<file path="src/hdl/qppd_pkg.sv">
// Shared types and constants for the quadrature position PID drive.
package qppd_pkg;

	localparam int IN_DATA_W  = 16;
	localparam int IN_USER_W  = 2;
	localparam int OUT_DATA_W = 80;
	localparam int CFG_IDX_W  = 3;
	localparam int CFG_DATA_W = 16;

	localparam int TARGET_W = 13;
	localparam int GAIN_W   = 16;
	localparam int DB_W     = 9;
	localparam int DUTY_W   = 9;
	localparam int DIR_W    = 2;
	localparam int POS_W    = 32;
	localparam int ILL_W    = 32;

	// output word layout
	localparam int DUTY_LSB = 0;
	localparam int DIR_LSB  = DUTY_LSB + DUTY_W;
	localparam int POS_LSB  = DIR_LSB + DIR_W;
	localparam int ILL_LSB  = POS_LSB + POS_W;
	localparam int OUT_USED = ILL_LSB + ILL_W;

	localparam int DEG_SCALE  = 45;
	localparam int EFFORT_MAX = 400;
	// floor(y/25) = (y * DIV25_MUL) >> DIV25_SHIFT for y below 10000
	localparam int DIV25_MUL   = 10486;
	localparam int DIV25_SHIFT = 18;

	localparam logic signed [31:0] S32_MAX = 32'sh7FFF_FFFF;
	localparam logic signed [31:0] S32_MIN = 32'sh8000_0000;

	localparam logic [1:0] CMD_SAMPLE = 2'd0;
	localparam logic [1:0] CMD_TICK   = 2'd1;
	localparam logic [1:0] CMD_CLEAR  = 2'd2;

	localparam logic [1:0] DIR_STOP = 2'd0;
	localparam logic [1:0] DIR_FWD  = 2'd1;
	localparam logic [1:0] DIR_REV  = 2'd2;

	localparam logic [CFG_IDX_W-1:0] REG_GAIN_P  = 3'd0;
	localparam logic [CFG_IDX_W-1:0] REG_GAIN_I  = 3'd1;
	localparam logic [CFG_IDX_W-1:0] REG_GAIN_D  = 3'd2;
	localparam logic [CFG_IDX_W-1:0] REG_DB_UP   = 3'd3;
	localparam logic [CFG_IDX_W-1:0] REG_DB_DOWN = 3'd4;

	typedef enum logic [2:0] {
		OP_NONE  = 3'd0,
		OP_UP    = 3'd1,
		OP_DOWN  = 3'd2,
		OP_BAD   = 3'd3,
		OP_TICK  = 3'd4,
		OP_CLEAR = 3'd5
	} op_t;

	// [last phase][new phase]
	localparam op_t STEP_TABLE [4][4] = '{
		'{OP_NONE, OP_DOWN, OP_UP,   OP_BAD },
		'{OP_UP,   OP_NONE, OP_BAD,  OP_DOWN},
		'{OP_DOWN, OP_BAD,  OP_NONE, OP_UP  },
		'{OP_BAD,  OP_UP,   OP_DOWN, OP_NONE}
	};

	typedef struct packed {
		op_t                        op;
		logic signed [TARGET_W-1:0] target;
	} qppd_entry_t;

	typedef struct packed {
		logic        valid;
		qppd_entry_t entry;
	} qppd_push_t;

	typedef struct packed {
		logic full;
		logic empty;
	} qppd_q_stat_t;

	typedef struct packed {
		logic                  valid;
		logic [CFG_IDX_W-1:0]  index;
		logic [CFG_DATA_W-1:0] data;
	} qppd_cfg_t;

endpackage

</file>
<file path="src/hdl/qppd_front.sv">
// Front end: takes input words, tracks encoder phase and classifies each word.
module qppd_front (
	input  logic                         clk,
	input  logic                         arst_n,
	input  logic                         s_tvalid,
	output logic                         s_tready,
	input  logic [qppd_pkg::IN_DATA_W-1:0] s_tdata,
	input  logic [qppd_pkg::IN_USER_W-1:0] s_tuser,
	input  qppd_pkg::qppd_q_stat_t       q_stat,
	output qppd_pkg::qppd_push_t         push
);
	import qppd_pkg::*;

	logic [1:0] last_phase_q;
	logic [1:0] phase;
	logic       accept;
	op_t        op;

	assign s_tready = !q_stat.full;
	assign accept   = s_tvalid && s_tready;
	assign phase    = {s_tdata[1], s_tdata[0]};

	always_comb begin
		unique case (s_tuser)
			CMD_SAMPLE: op = STEP_TABLE[last_phase_q][phase];
			CMD_TICK:   op = OP_TICK;
			CMD_CLEAR:  op = OP_CLEAR;
			default:    op = OP_NONE;
		endcase
	end

	always_ff @(posedge clk or negedge arst_n) begin
		if (!arst_n) begin
			last_phase_q <= 2'd0;
		end else if (accept && s_tuser == CMD_SAMPLE) begin
			last_phase_q <= phase;
		end
	end

	assign push.valid        = accept;
	assign push.entry.op     = op;
	assign push.entry.target = $signed(s_tdata[2 +: TARGET_W]);

endmodule

</file>
<file path="src/hdl/qppd_fifo.sv">
// Two-entry queue between front and back ends.
module qppd_fifo (
	input  logic                   clk,
	input  logic                   arst_n,
	input  qppd_pkg::qppd_push_t   push,
	input  logic                   pop,
	output qppd_pkg::qppd_entry_t  rd_entry,
	output qppd_pkg::qppd_q_stat_t q_stat
);
	import qppd_pkg::*;

	qppd_entry_t mem_q [2];
	logic        wr_ptr_q;
	logic        rd_ptr_q;
	logic [1:0]  cnt_q;

	assign q_stat.full  = (cnt_q == 2'd2);
	assign q_stat.empty = (cnt_q == 2'd0);
	assign rd_entry     = mem_q[rd_ptr_q];

	always_ff @(posedge clk) begin
		if (push.valid) begin
			mem_q[wr_ptr_q] <= push.entry;
		end
	end

	always_ff @(posedge clk or negedge arst_n) begin
		if (!arst_n) begin
			wr_ptr_q <= 1'b0;
			rd_ptr_q <= 1'b0;
			cnt_q    <= 2'd0;
		end else begin
			if (push.valid) begin
				wr_ptr_q <= !wr_ptr_q;
			end
			if (pop) begin
				rd_ptr_q <= !rd_ptr_q;
			end
			if (push.valid && !pop) begin
				cnt_q <= cnt_q + 2'd1;
			end else if (pop && !push.valid) begin
				cnt_q <= cnt_q - 2'd1;
			end
		end
	end

endmodule

</file>
<file path="src/hdl/qppd_back.sv">
// Back end: position and error counts, PID sequencer, duty mapping, result register.
module qppd_back #(
	parameter int COUNT_BITS = 32
) (
	input  logic                            clk,
	input  logic                            arst_n,
	input  qppd_pkg::qppd_cfg_t             cfg,
	input  qppd_pkg::qppd_q_stat_t          q_stat,
	input  qppd_pkg::qppd_entry_t           rd_entry,
	output logic                            pop,
	output logic                            m_tvalid,
	input  logic                            m_tready,
	output logic [qppd_pkg::OUT_DATA_W-1:0] m_tdata
);
	import qppd_pkg::*;

	localparam int EW    = ((COUNT_BITS > 32) ? COUNT_BITS : 32) + 1;
	localparam int ACC_W = 52;
	localparam int MUL_W = GAIN_W + 33;

	typedef enum logic [9:0] {
		ST_IDLE = 10'b00_0000_0001,
		ST_ERR  = 10'b00_0000_0010,
		ST_INT  = 10'b00_0000_0100,
		ST_MP   = 10'b00_0000_1000,
		ST_MI   = 10'b00_0001_0000,
		ST_MD   = 10'b00_0010_0000,
		ST_EFF  = 10'b00_0100_0000,
		ST_MAP1 = 10'b00_1000_0000,
		ST_MAP2 = 10'b01_0000_0000,
		ST_DONE = 10'b10_0000_0000
	} state_t;

	state_t st_q;

	logic signed [GAIN_W-1:0]     gain_p_q, gain_i_q, gain_d_q;
	logic [DB_W-1:0]              db_up_q, db_down_q;

	logic signed [COUNT_BITS-1:0] count_q;
	logic [ILL_W-1:0]             illegal_q;
	logic signed [31:0]           integral_q;
	logic signed [31:0]           prev_q;
	logic [DUTY_W-1:0]            held_duty_q;
	logic [DIR_W-1:0]             held_dir_q;

	logic signed [TARGET_W-1:0]   target_q;
	logic signed [31:0]           err_q;
	logic signed [32:0]           diff_q;
	logic signed [ACC_W-1:0]      acc_q;
	logic [DUTY_W-1:0]            mag_q;
	logic [DB_W-1:0]              db_q;
	logic [DIR_W-1:0]             dir_q;
	logic [17:0]                  prod_q;

	logic                         m_tvalid_q;
	logic [OUT_DATA_W-1:0]        m_tdata_q;

	logic signed [EW-1:0]         err_full;
	logic signed [31:0]           err_sat;
	logic signed [33:0]           int_full;
	logic signed [31:0]           int_sat;
	logic signed [GAIN_W-1:0]     mul_a;
	logic signed [32:0]           mul_b;
	logic signed [MUL_W-1:0]      mul_p;
	logic signed [ACC_W-1:0]      acc_adj;
	logic signed [ACC_W-1:0]      eff_full;
	logic signed [9:0]            eff_sat;
	logic [DUTY_W-1:0]            eff_mag;
	logic [DB_W-1:0]              db_up_c, db_down_c;
	logic [27:0]                  quo_full;
	logic [DUTY_W-1:0]            quo;

	assign pop      = (st_q == ST_IDLE) && !q_stat.empty;
	assign m_tvalid = m_tvalid_q;
	assign m_tdata  = m_tdata_q;

	always_comb begin
		err_full = EW'(target_q) * $signed(EW'(DEG_SCALE)) + EW'(count_q);
		priority if (err_full > EW'(S32_MAX)) begin
			err_sat = S32_MAX;
		end else if (err_full < EW'(S32_MIN)) begin
			err_sat = S32_MIN;
		end else begin
			err_sat = 32'(err_full);
		end

		int_full = 34'(integral_q) + 34'(err_q);
		priority if (int_full > 34'(S32_MAX)) begin
			int_sat = S32_MAX;
		end else if (int_full < 34'(S32_MIN)) begin
			int_sat = S32_MIN;
		end else begin
			int_sat = 32'(int_full);
		end
	end

	always_comb begin
		unique case (st_q)
			ST_MI: begin
				mul_a = gain_i_q;
				mul_b = 33'(integral_q);
			end
			ST_MD: begin
				mul_a = gain_d_q;
				mul_b = diff_q;
			end
			default: begin
				mul_a = gain_p_q;
				mul_b = 33'(err_q);
			end
		endcase
		mul_p = MUL_W'(mul_a) * MUL_W'(mul_b);
	end

	// truncate toward zero, then clamp
	always_comb begin
		acc_adj  = acc_q + (acc_q[ACC_W-1] ? ACC_W'(255) : ACC_W'(0));
		eff_full = acc_adj >>> 8;
		priority if (eff_full > ACC_W'(EFFORT_MAX)) begin
			eff_sat = 10'(EFFORT_MAX);
		end else if (eff_full < ACC_W'(-EFFORT_MAX)) begin
			eff_sat = 10'(-EFFORT_MAX);
		end else begin
			eff_sat = 10'(eff_full);
		end
		eff_mag   = eff_sat[9] ? DUTY_W'(-eff_sat) : DUTY_W'(eff_sat);
		db_up_c   = (db_up_q > DB_W'(EFFORT_MAX)) ? DB_W'(EFFORT_MAX) : db_up_q;
		db_down_c = (db_down_q > DB_W'(EFFORT_MAX)) ? DB_W'(EFFORT_MAX) : db_down_q;
		quo_full  = 28'(prod_q[17:4]) * 28'(DIV25_MUL);
		quo       = quo_full[DIV25_SHIFT +: DUTY_W];
	end

	always_ff @(posedge clk or negedge arst_n) begin
		if (!arst_n) begin
			gain_p_q  <= '0;
			gain_i_q  <= '0;
			gain_d_q  <= '0;
			db_up_q   <= '0;
			db_down_q <= '0;
		end else if (cfg.valid) begin
			unique case (cfg.index)
				REG_GAIN_P:  gain_p_q  <= $signed(cfg.data);
				REG_GAIN_I:  gain_i_q  <= $signed(cfg.data);
				REG_GAIN_D:  gain_d_q  <= $signed(cfg.data);
				REG_DB_UP:   db_up_q   <= cfg.data[DB_W-1:0];
				REG_DB_DOWN: db_down_q <= cfg.data[DB_W-1:0];
				default: ;
			endcase
		end
	end

	always_ff @(posedge clk) begin
		unique case (st_q)
			ST_IDLE: target_q <= rd_entry.target;
			ST_ERR:  err_q    <= err_sat;
			ST_INT:  diff_q   <= 33'(err_q) - 33'(prev_q);
			ST_MP:   acc_q    <= ACC_W'(mul_p);
			ST_MI:   acc_q    <= acc_q - ACC_W'(mul_p);
			ST_MD:   acc_q    <= acc_q + ACC_W'(mul_p);
			ST_EFF: begin
				mag_q <= eff_mag;
				priority if (eff_sat == 10'sd0) begin
					db_q  <= '0;
					dir_q <= DIR_STOP;
				end else if (!eff_sat[9]) begin
					db_q  <= db_up_c;
					dir_q <= DIR_FWD;
				end else begin
					db_q  <= db_down_c;
					dir_q <= DIR_REV;
				end
			end
			ST_MAP1: prod_q <= 18'(mag_q) * 18'(DB_W'(EFFORT_MAX) - db_q);
			ST_DONE: begin
				if (!m_tvalid_q || m_tready) begin
					m_tdata_q <= {(OUT_DATA_W - OUT_USED)'(0), illegal_q,
						POS_W'(count_q), held_dir_q, held_duty_q};
				end
			end
			default: ;
		endcase
	end

	always_ff @(posedge clk or negedge arst_n) begin
		if (!arst_n) begin
			st_q        <= ST_IDLE;
			count_q     <= '0;
			illegal_q   <= '0;
			integral_q  <= '0;
			prev_q      <= '0;
			held_duty_q <= '0;
			held_dir_q  <= DIR_STOP;
			m_tvalid_q  <= 1'b0;
		end else begin
			if (m_tvalid_q && m_tready && st_q != ST_DONE) begin
				m_tvalid_q <= 1'b0;
			end
			unique case (st_q)
				ST_IDLE: begin
					if (pop) begin
						st_q <= (rd_entry.op == OP_TICK) ? ST_ERR : ST_DONE;
						unique case (rd_entry.op)
							OP_UP:    count_q   <= count_q + COUNT_BITS'(1);
							OP_DOWN:  count_q   <= count_q - COUNT_BITS'(1);
							OP_BAD:   illegal_q <= illegal_q + ILL_W'(1);
							OP_CLEAR: count_q   <= '0;
							default: ;
						endcase
					end
				end
				ST_ERR: st_q <= ST_INT;
				ST_INT: begin
					integral_q <= int_sat;
					prev_q     <= err_q;
					st_q       <= ST_MP;
				end
				ST_MP:   st_q <= ST_MI;
				ST_MI:   st_q <= ST_MD;
				ST_MD:   st_q <= ST_EFF;
				ST_EFF:  st_q <= ST_MAP1;
				ST_MAP1: st_q <= ST_MAP2;
				ST_MAP2: begin
					held_duty_q <= db_q + quo;
					held_dir_q  <= dir_q;
					st_q        <= ST_DONE;
				end
				ST_DONE: begin
					if (!m_tvalid_q || m_tready) begin
						m_tvalid_q <= 1'b1;
						st_q       <= ST_IDLE;
					end
				end
				default: st_q <= ST_IDLE;
			endcase
		end
	end

endmodule

</file>
<file path="src/hdl/quadrature_position_pid_drive.sv">
// Quadrature position drive with PID control: top level.
//
// Input stream (s_*): one word per command. s_tuser carries the command
// (sample encoder, control tick, clear count); s_tdata carries the encoder
// channels and the target. Every input word gives exactly one output word
// on m_*: held duty, direction, position count and illegal-step count.
// Configuration writes (cfg_*) set the three Q8.8 gains and the two
// deadbands; cfg_ready is always high.
// Sample, clear and unused commands go from the queue straight to the
// result word; a control tick runs one shared 16x33 multiplier for the
// P, I and D terms (ST_MP, ST_MI, ST_MD), then maps effort to duty.
// The back end sequencer takes the next word only after it has loaded the
// last one's result word; a two-word queue lets input be taken while the
// back end works or the output waits.
// Reset clears counts, integral, gains, deadbands and held drive to zero.
// When m_tready is low the result word holds, the queue fills and
// s_tready drops.
module quadrature_position_pid_drive #(
	parameter int COUNT_BITS = 32
) (
	input  logic                            clk,
	input  logic                            arst_n,
	input  logic                            s_tvalid,
	output logic                            s_tready,
	// enc_a [0], enc_b [1], target_degree [14:2], zero [15]
	input  logic [qppd_pkg::IN_DATA_W-1:0]  s_tdata,
	// cmd [1:0]
	input  logic [qppd_pkg::IN_USER_W-1:0]  s_tuser,
	output logic                            m_tvalid,
	input  logic                            m_tready,
	// duty [8:0], direction [10:9], position [42:11], illegal_steps [74:43], zero [79:75]
	output logic [qppd_pkg::OUT_DATA_W-1:0] m_tdata,
	input  logic                            cfg_valid,
	output logic                            cfg_ready,
	input  logic [qppd_pkg::CFG_IDX_W-1:0]  cfg_index,
	input  logic [qppd_pkg::CFG_DATA_W-1:0] cfg_data
);
	import qppd_pkg::*;

	qppd_push_t   push;
	qppd_q_stat_t q_stat;
	qppd_entry_t  rd_entry;
	qppd_cfg_t    cfg;
	logic         pop;

	assign cfg_ready = 1'b1;
	assign cfg.valid = cfg_valid;
	assign cfg.index = cfg_index;
	assign cfg.data  = cfg_data;

	qppd_front u_front (
		.clk      (clk),
		.arst_n   (arst_n),
		.s_tvalid (s_tvalid),
		.s_tready (s_tready),
		.s_tdata  (s_tdata),
		.s_tuser  (s_tuser),
		.q_stat   (q_stat),
		.push     (push)
	);

	qppd_fifo u_fifo (
		.clk      (clk),
		.arst_n   (arst_n),
		.push     (push),
		.pop      (pop),
		.rd_entry (rd_entry),
		.q_stat   (q_stat)
	);

	qppd_back #(
		.COUNT_BITS (COUNT_BITS)
	) u_back (
		.clk      (clk),
		.arst_n   (arst_n),
		.cfg      (cfg),
		.q_stat   (q_stat),
		.rd_entry (rd_entry),
		.pop      (pop),
		.m_tvalid (m_tvalid),
		.m_tready (m_tready),
		.m_tdata  (m_tdata)
	);

endmodule

</file>
<file path="config.mk">
export PLATFORM = sky130hd
export DESIGN_NAME = quadrature_position_pid_drive
export DESIGN_NICKNAME = d
export VERILOG_FILES = /design/src/hdl/qppd_pkg.sv /design/src/hdl/qppd_front.sv /design/src/hdl/qppd_fifo.sv /design/src/hdl/qppd_back.sv /design/src/hdl/quadrature_position_pid_drive.sv
export SDC_FILE = /design/constraint.sdc
export NUM_CORES = 2
export LEC_CHECK = 0
export BUFFER_PORTS_ARGS = -buffer_cell sky130_fd_sc_hd__buf_2
export CAP_MARGIN = 30
export CELL_PAD_IN_SITES_DETAIL_PLACEMENT = 1
export CELL_PAD_IN_SITES_GLOBAL_PLACEMENT = 2
export CORE_ASPECT_RATIO = 1.75
export CORE_MARGIN = 5
export CORE_UTILIZATION = 46
export CTS_BUF_LIST = sky130_fd_sc_hd__clkbuf_2
export CTS_CLUSTER_SIZE = 25
export DETAILED_ROUTE_END_ITERATION = 8
export GPL_ROUTABILITY_DRIVEN = 0
export PLACE_DENSITY_LB_ADDON = 0.1
export SYNTH_ARGS = -nofsm -noshare
export SYNTH_HDL_FRONTEND = slang
export SYNTH_HIERARCHICAL = 1
export SYNTH_SLANG_ARGS = --single-unit
</file>
<file path="constraint.sdc">
create_clock -name clk -period 24.3 [get_ports clk]
set_input_delay 4.86 -clock clk [delete_from_list [all_inputs] [get_ports clk]]
set_output_delay 4.86 -clock clk [all_outputs]
set_load 0.02 [all_outputs]
</file>
### Word-level counts from Yosys, hierarchy flattened

Memory sizes are Yosys's and may differ from the RTL's.
Index checks and enable logic that the tools add are counted.

* muxes and demuxes: 33
* add/sub/neg operators: 14
* equality and inequality tests: 25
* reductions and logical operators: 31
* $lt $le $gt $ge: 10
* shift-type cells: 0
* div/mod/pow operators: 0
* bitwise gates (word level): 2
* multipliers: 4

Operator list (number)
* $pmux 52 s3: 1
* $pmux 10 s10: 1
* $mux 32: 3
* $pmux 32 s3: 1
* $pmux 33 s2: 1
* $add 52x49->52: 1
* $add 52x9->52: 1
* $sub 52x49->52: 1
* $mux 10: 5
* $mul 16x33->49: 1
* $gt 44x10->1 const B: 1
* $lt 44x10->1 const B: 1
* $mux 9: 4
* $gt 34x32->1 const B: 1
* $lt 34x32->1 const B: 1
* $add 20x32->33: 1
* $add 32x32->33: 1
* $gt 33x32->1 const B: 1
* $lt 33x32->1 const B: 1
* $sub 32x32->33: 1
* $add 32x1->32 const B: 1
* $add 32x2->32 const B: 1
* $pmux 16 s2: 1
* $sub 32x2->32 const B: 1
* 47 further kinds: 86

* latch bits: 0
* memories kept: 1
* ROM bits: 0
* memory bits (writable): 32
* flip-flop bits (word level): 465
* word-level logic and storage cells: 146

Memories
* u_fifo.mem_q: depth 2, bits a word 16, rd ports 1, clocked after memory_dff 0, wr ports 1, line qppd_fifo.sv:12 `qppd_entry_t mem_q [2];`

### Longest topological paths before layout

* depth after elaboration: 8
* depth in mapped cells: 50
* depth with buffers taken out: 44

### By module

The synthesis kept the hierarchy.

By module, submodules not included
* qppd_back: times used 1, cells each 6205, area an instance 56575.5 um^2, seq. area each 12583.3 um^2
* qppd_fifo: times used 1, cells each 66, area an instance 1392.6 um^2, seq. area each 1061.0 um^2
* qppd_front: times used 1, cells each 37, area an instance 319.1 um^2, seq. area each 50.0 um^2
* quadrature_position_pid_drive: times used 1, cells each 2, area an instance 11.3 um^2, seq. area each 0.0 um^2

### Least setup slack after synthesis

Ideal clock, no wire load.

* path kind: register to register
* start: reg u_back.st_q[1]
* end: reg u_back.acc_q[48], data pin
* arrival: 11.188 ns
* cell stages (with the launch flop): 46
* path buffers: 5
* library setup time: 0.267 ns
* setup slack: 12.845 ns
* path through: dfrtp_1 nor4_2 and3_1 clkbuf_1 clkbuf_1 clkbuf_1 buf_1 o221ai_1 nor2_1 fa_1 inv_1 fa_1 fa_1 inv_1 fa_1 fa_1 inv_1 fa_1 [10 not listed] or2_1 or3_1 nand2_1 xor2_1 ha_1 a21o_1 a21o_1 a21o_1 a21o_1 a221o_1 a21oi_1 a21oi_1 a31oi_1 o21ai_0 o31ai_1 o21ai_0 xnor2_1 o21ai_0

* word-level cells in the longest chain between the ends: 5
* elaborated cells on any way between the ends: 9
* classes of those cells: add/sub (2); mul (1); eq/ne (3); mux (3)

RTL lines
* start: declaration: line qppd_back.sv:34 `state_t st_q;`
* start signal: assignment: line qppd_back.sv:201 `st_q <= (rd_entry.op == OP_TICK) ? ST_ERR : ST_DONE;`
* $eq 10x6->1 or $eq 10x5->1 (tied branches): line qppd_back.sv:98, qppd_back.sv:153
* $pmux 16 s2 or $pmux 33 s2 (tied branches): line qppd_back.sv:98 `unique case (st_q)`
* $mul 16x33->49: line qppd_back.sv:112 `mul_p = MUL_W'(mul_a) * MUL_W'(mul_b);`
* $add 52x49->52 or $sub 52x49->52 (tied branches): line qppd_back.sv:159, qppd_back.sv:158
* $pmux 52 s3 (*): line qppd_back.sv:153 `unique case (st_q)`
* end signal: assignment: line qppd_back.sv:157 `ST_MP: acc_q <= ACC_W'(mul_p);`
* end signal: assignment: line qppd_back.sv:158 `ST_MI: acc_q <= acc_q - ACC_W'(mul_p);`
* end signal: assignment: line qppd_back.sv:159 `ST_MD: acc_q <= acc_q + ACC_W'(mul_p);`
* end: declaration: line qppd_back.sv:49 `logic signed [ACC_W-1:0] acc_q;`

Mark *: on every way between the ends. The rest lies on a longest branch, timed or not.
A chain may end at the register's enable or synchronous reset.

### Final worst setup path

Ends and elaborated chain as after synthesis.

==> run_results.csv <==
group,metric,value,unit
setup_path,crit_slowest_cell,"nor4_2",
floorplanning,start_util,0.4639,
setup_path,cp-end-kind,"flop",
yosys,synth_largest_area_cell,"fa_1",
floorplanning,die_area,134200,um2
yosys,synth_warnings,6,
route,drt_pass1_iterations,7,
clock_network,numCtsBuffers,131,
status,status,"finished clean",
setup_path,cp_top_family,"compound AO/OA/AOI/OAI gates",
floorplanning,coreArea,125700,um2
yosys,synth_cell_type_count,114,
placement,post_dp_cell_area,60920,um2
run,cap_violations,0,
timing,grt_setup_unrepaired,"no",
clock_network,cts_root_buffer,"clkbuf_2",
floorplanning,placement_rows,172,
yosys,synth_top_area_frac,0.2260,
timing,clock.fmax,72.55,MHz
yosys,synth_commonest_cells,"935 x inv_1, 667 x nand2_1, 658 x fa_1, 515 x ha_1, 495 x nor2_1",
global_routing,grt_pass1_vias,50980,
clock_network,clock_latency,1.51,ns
floorplanning,die_width,279.1,um
timing,clock-skew-final,0.1288,ns
placement,dp_hpwl,145200,um
setup_path,cpPeakStageDelay,0.61,ns
yosys,ys_ff_latch,493,
yosys,synthTopCellsByArea,"fa_1 23%, edfxtp_1 14%, ha_1 11%",
placement,port_buffers,117,
cells_and_area,areaGrowthSynthToFinish,6.711,%
timing,setup_viol,0,
cells_and_area,finalInstanceArea,62210,um2
global_routing,grt_pass1_wl,279400,um
route,via_count,45720,
timing,min_period,13.78,ns
route,postRouteAntennaNets,0,
timing,tns,0,ns
global_routing,gr-total-overflow,0,
clock_network,post_cts_resized,0,
timing,hold_viol_final,0,
clock_network,cts_tree,"yes",
clock_network,holdBufCountCts,0,
route,drt_iter0_drc,1747,
clock_network,cts_setup_buffers,0,
timing,finalCritPeriodShare,0.5672,
timing,timing.hold.ws,0.4440,ns
floorplanning,io_pins,125,
route,drc,0,
global_routing,track_usage,0.2648,
yosys,async_reset_ff_frac,0.4503,
clock_network,clock_sinks,493,
yosys,synth_area,58300,um2
yosys,synthCells,6310,
global_routing,antenna_found_initial,11,
setup_path,crit_type,"flop to flop",
global_routing,grt_max_degree,91,
floorplanning,die_y,480.9,um
clock_network,path_clk_slew,0.12,ns
cells_and_area,drive_above_1_share,0.09828,
yosys,syn_area_per_cell,9.239,um2
route,wl_per_cell,21.74,um
clock_network,clock_path_buffers,3,
clock_network,cts.htree.levels,4,
yosys,synth_edf_count,271,
setup_path,crit_top_cell,"fa_1",
route,vias_per_cell,5.589,
setup_path,critPathArrivalTime,14.98,ns
yosys,ys_seq_area_frac,0.2349,
timing,slew_violations,0,
setup_path,worst-path-max-fanout,38,
yosys,yosysMostFrequentCell,"inv_1",
yosys,synth_ff_type,"edfxtp_1",
setup_path,start_kind,"flop",
setup_path,required,25.50,ns
hold_path,hp-class,"flop to flop",
cells_and_area,final_nets,7633,
timing,worst_slew_pin_slew,1.070,ns
setup_path,cp_num_buf_inv,7,
timing,max_slew_margin,0.2864,
route,drt_wl_total,177800,um
worst register-to-register path: cells and delay by family (launching register included):
| kind | cells | cell delay, ns |
|---|---|---|
| AOI/OAI and AO/OA | 17 | 4.33 |
| adders and majority gates | 8 | 3.89 |
| and+or+nand+nor | 9 | 3.05 |
| buffers and inverters | 7 | 1.23 |
| xor gates and xnor gates | 3 | 0.55 |
| DFF | 1 | 0.45 |
registers in the layout, indices dropped and copies added, names as in the netlist, 9 cells and up:
name,flops
u_back/db_q,9
u_back/mag_q,9
u_back/st_q,10
u_back/gain_i_q,16
u_back/err_q,32
u_back/illegal_q,32
u_back/diff_q,33
u_back/db_down_q,9
u_back/prev_q,32
u_back/held_duty_q,9
u_back/acc_q,52
u_back/target_q,13
u_back/prod_q,14
u_back/gain_p_q,16
u_back/gain_d_q,16
u_back/db_up_q,9
u_back/count_q,32
u_back/integral_q,32
u_fifo/mem_q,32
u_back/m_tdata,75
cell usage in the layout (no fill, tap or decap), types with 37 or more instances in the layout:
cell type	netlist	routed
fa_1	658	658
nand2b_1	82	82
buf_4	20	86
nor2b_1	75	74
edfxtp_1	271	271
o31ai_1	38	37
ha_1	515	515
and2_1	76	76
nand2_1	667	666
and3_1	43	42
xnor2_1	254	253
xor2_1	128	127
a21o_1	118	118
dfrtp_1	221	219
nor2_1	495	495
nand3_1	78	77
inv_1	935	935
buf_2	13	120
nor3_1	91	91
o21ai_0	322	321
clkbuf_2	0	189
mux2_2	79	79
o21bai_1	38	38
a21oi_1	345	338
per-stage QoR:
stage,std cells,worst slack [ns],util
floorplan,6314,12.84,-
global placement,7921,10.12,0.4834
detailed placement,7937,10.49,0.4847
CTS,8174,10.42,0.4947
global route,8179,9.736,0.4950
finish,8180,10.52,0.4950
worst paths after layout:
kind / start / to / slack, ns / depth (start not counted)
min in group asynchronous: arst_n / u_back/illegal_q[6] / 3.30 / 1
worst max-delay path: u_back/st_q[1] / u_back/acc_q[48] / 10.52 / 44
worst max register to register: u_back/st_q[1] / u_back/acc_q[48] / 10.52 / 44
max in group asynchronous: arst_n / u_back/prev_q[17] / 19.38 / 2
worst min register to register: u_back/held_duty_q[7] / u_back/m_tdata[7] / 0.44 / 0
worst min-delay path: u_back/held_duty_q[7] / u_back/m_tdata[7] / 0.44 / 0
final cells by class:
class / instances / area [um2]
fillers: 14710 / 63470
multi-input cells: 4643 / 40280
flip-flops and latches: 493 / 13700
inverters: 936 / 3515
well taps: 1653 / 2068
repair buffers: 213 / 1380
clock buffers: 189 / 945.9
clock inverters: 48 / 307.8
diodes: 5 / 12.51
cell families after synthesis:
group | synth area share
other | 0.0001288
DFF | 0.2349
adders and majority gates | 0.3408
AOI/OAI and AO/OA | 0.1289
muxes | 0.01929
xor gates and xnor gates | 0.05767
and+or+nand+nor | 0.1405
buffers and inverters | 0.07782
per-layer routing:
metal	track usage	wire [um]
met1	0.2608	61510
met2	0.5392	102400
met3	0.02853	4272
met4	0.1267	9592
met5	0	13
Power is left out: the tool's default activity adds up to more than one toggle a clock period on the data nets, which glitch-free logic cannot reach.
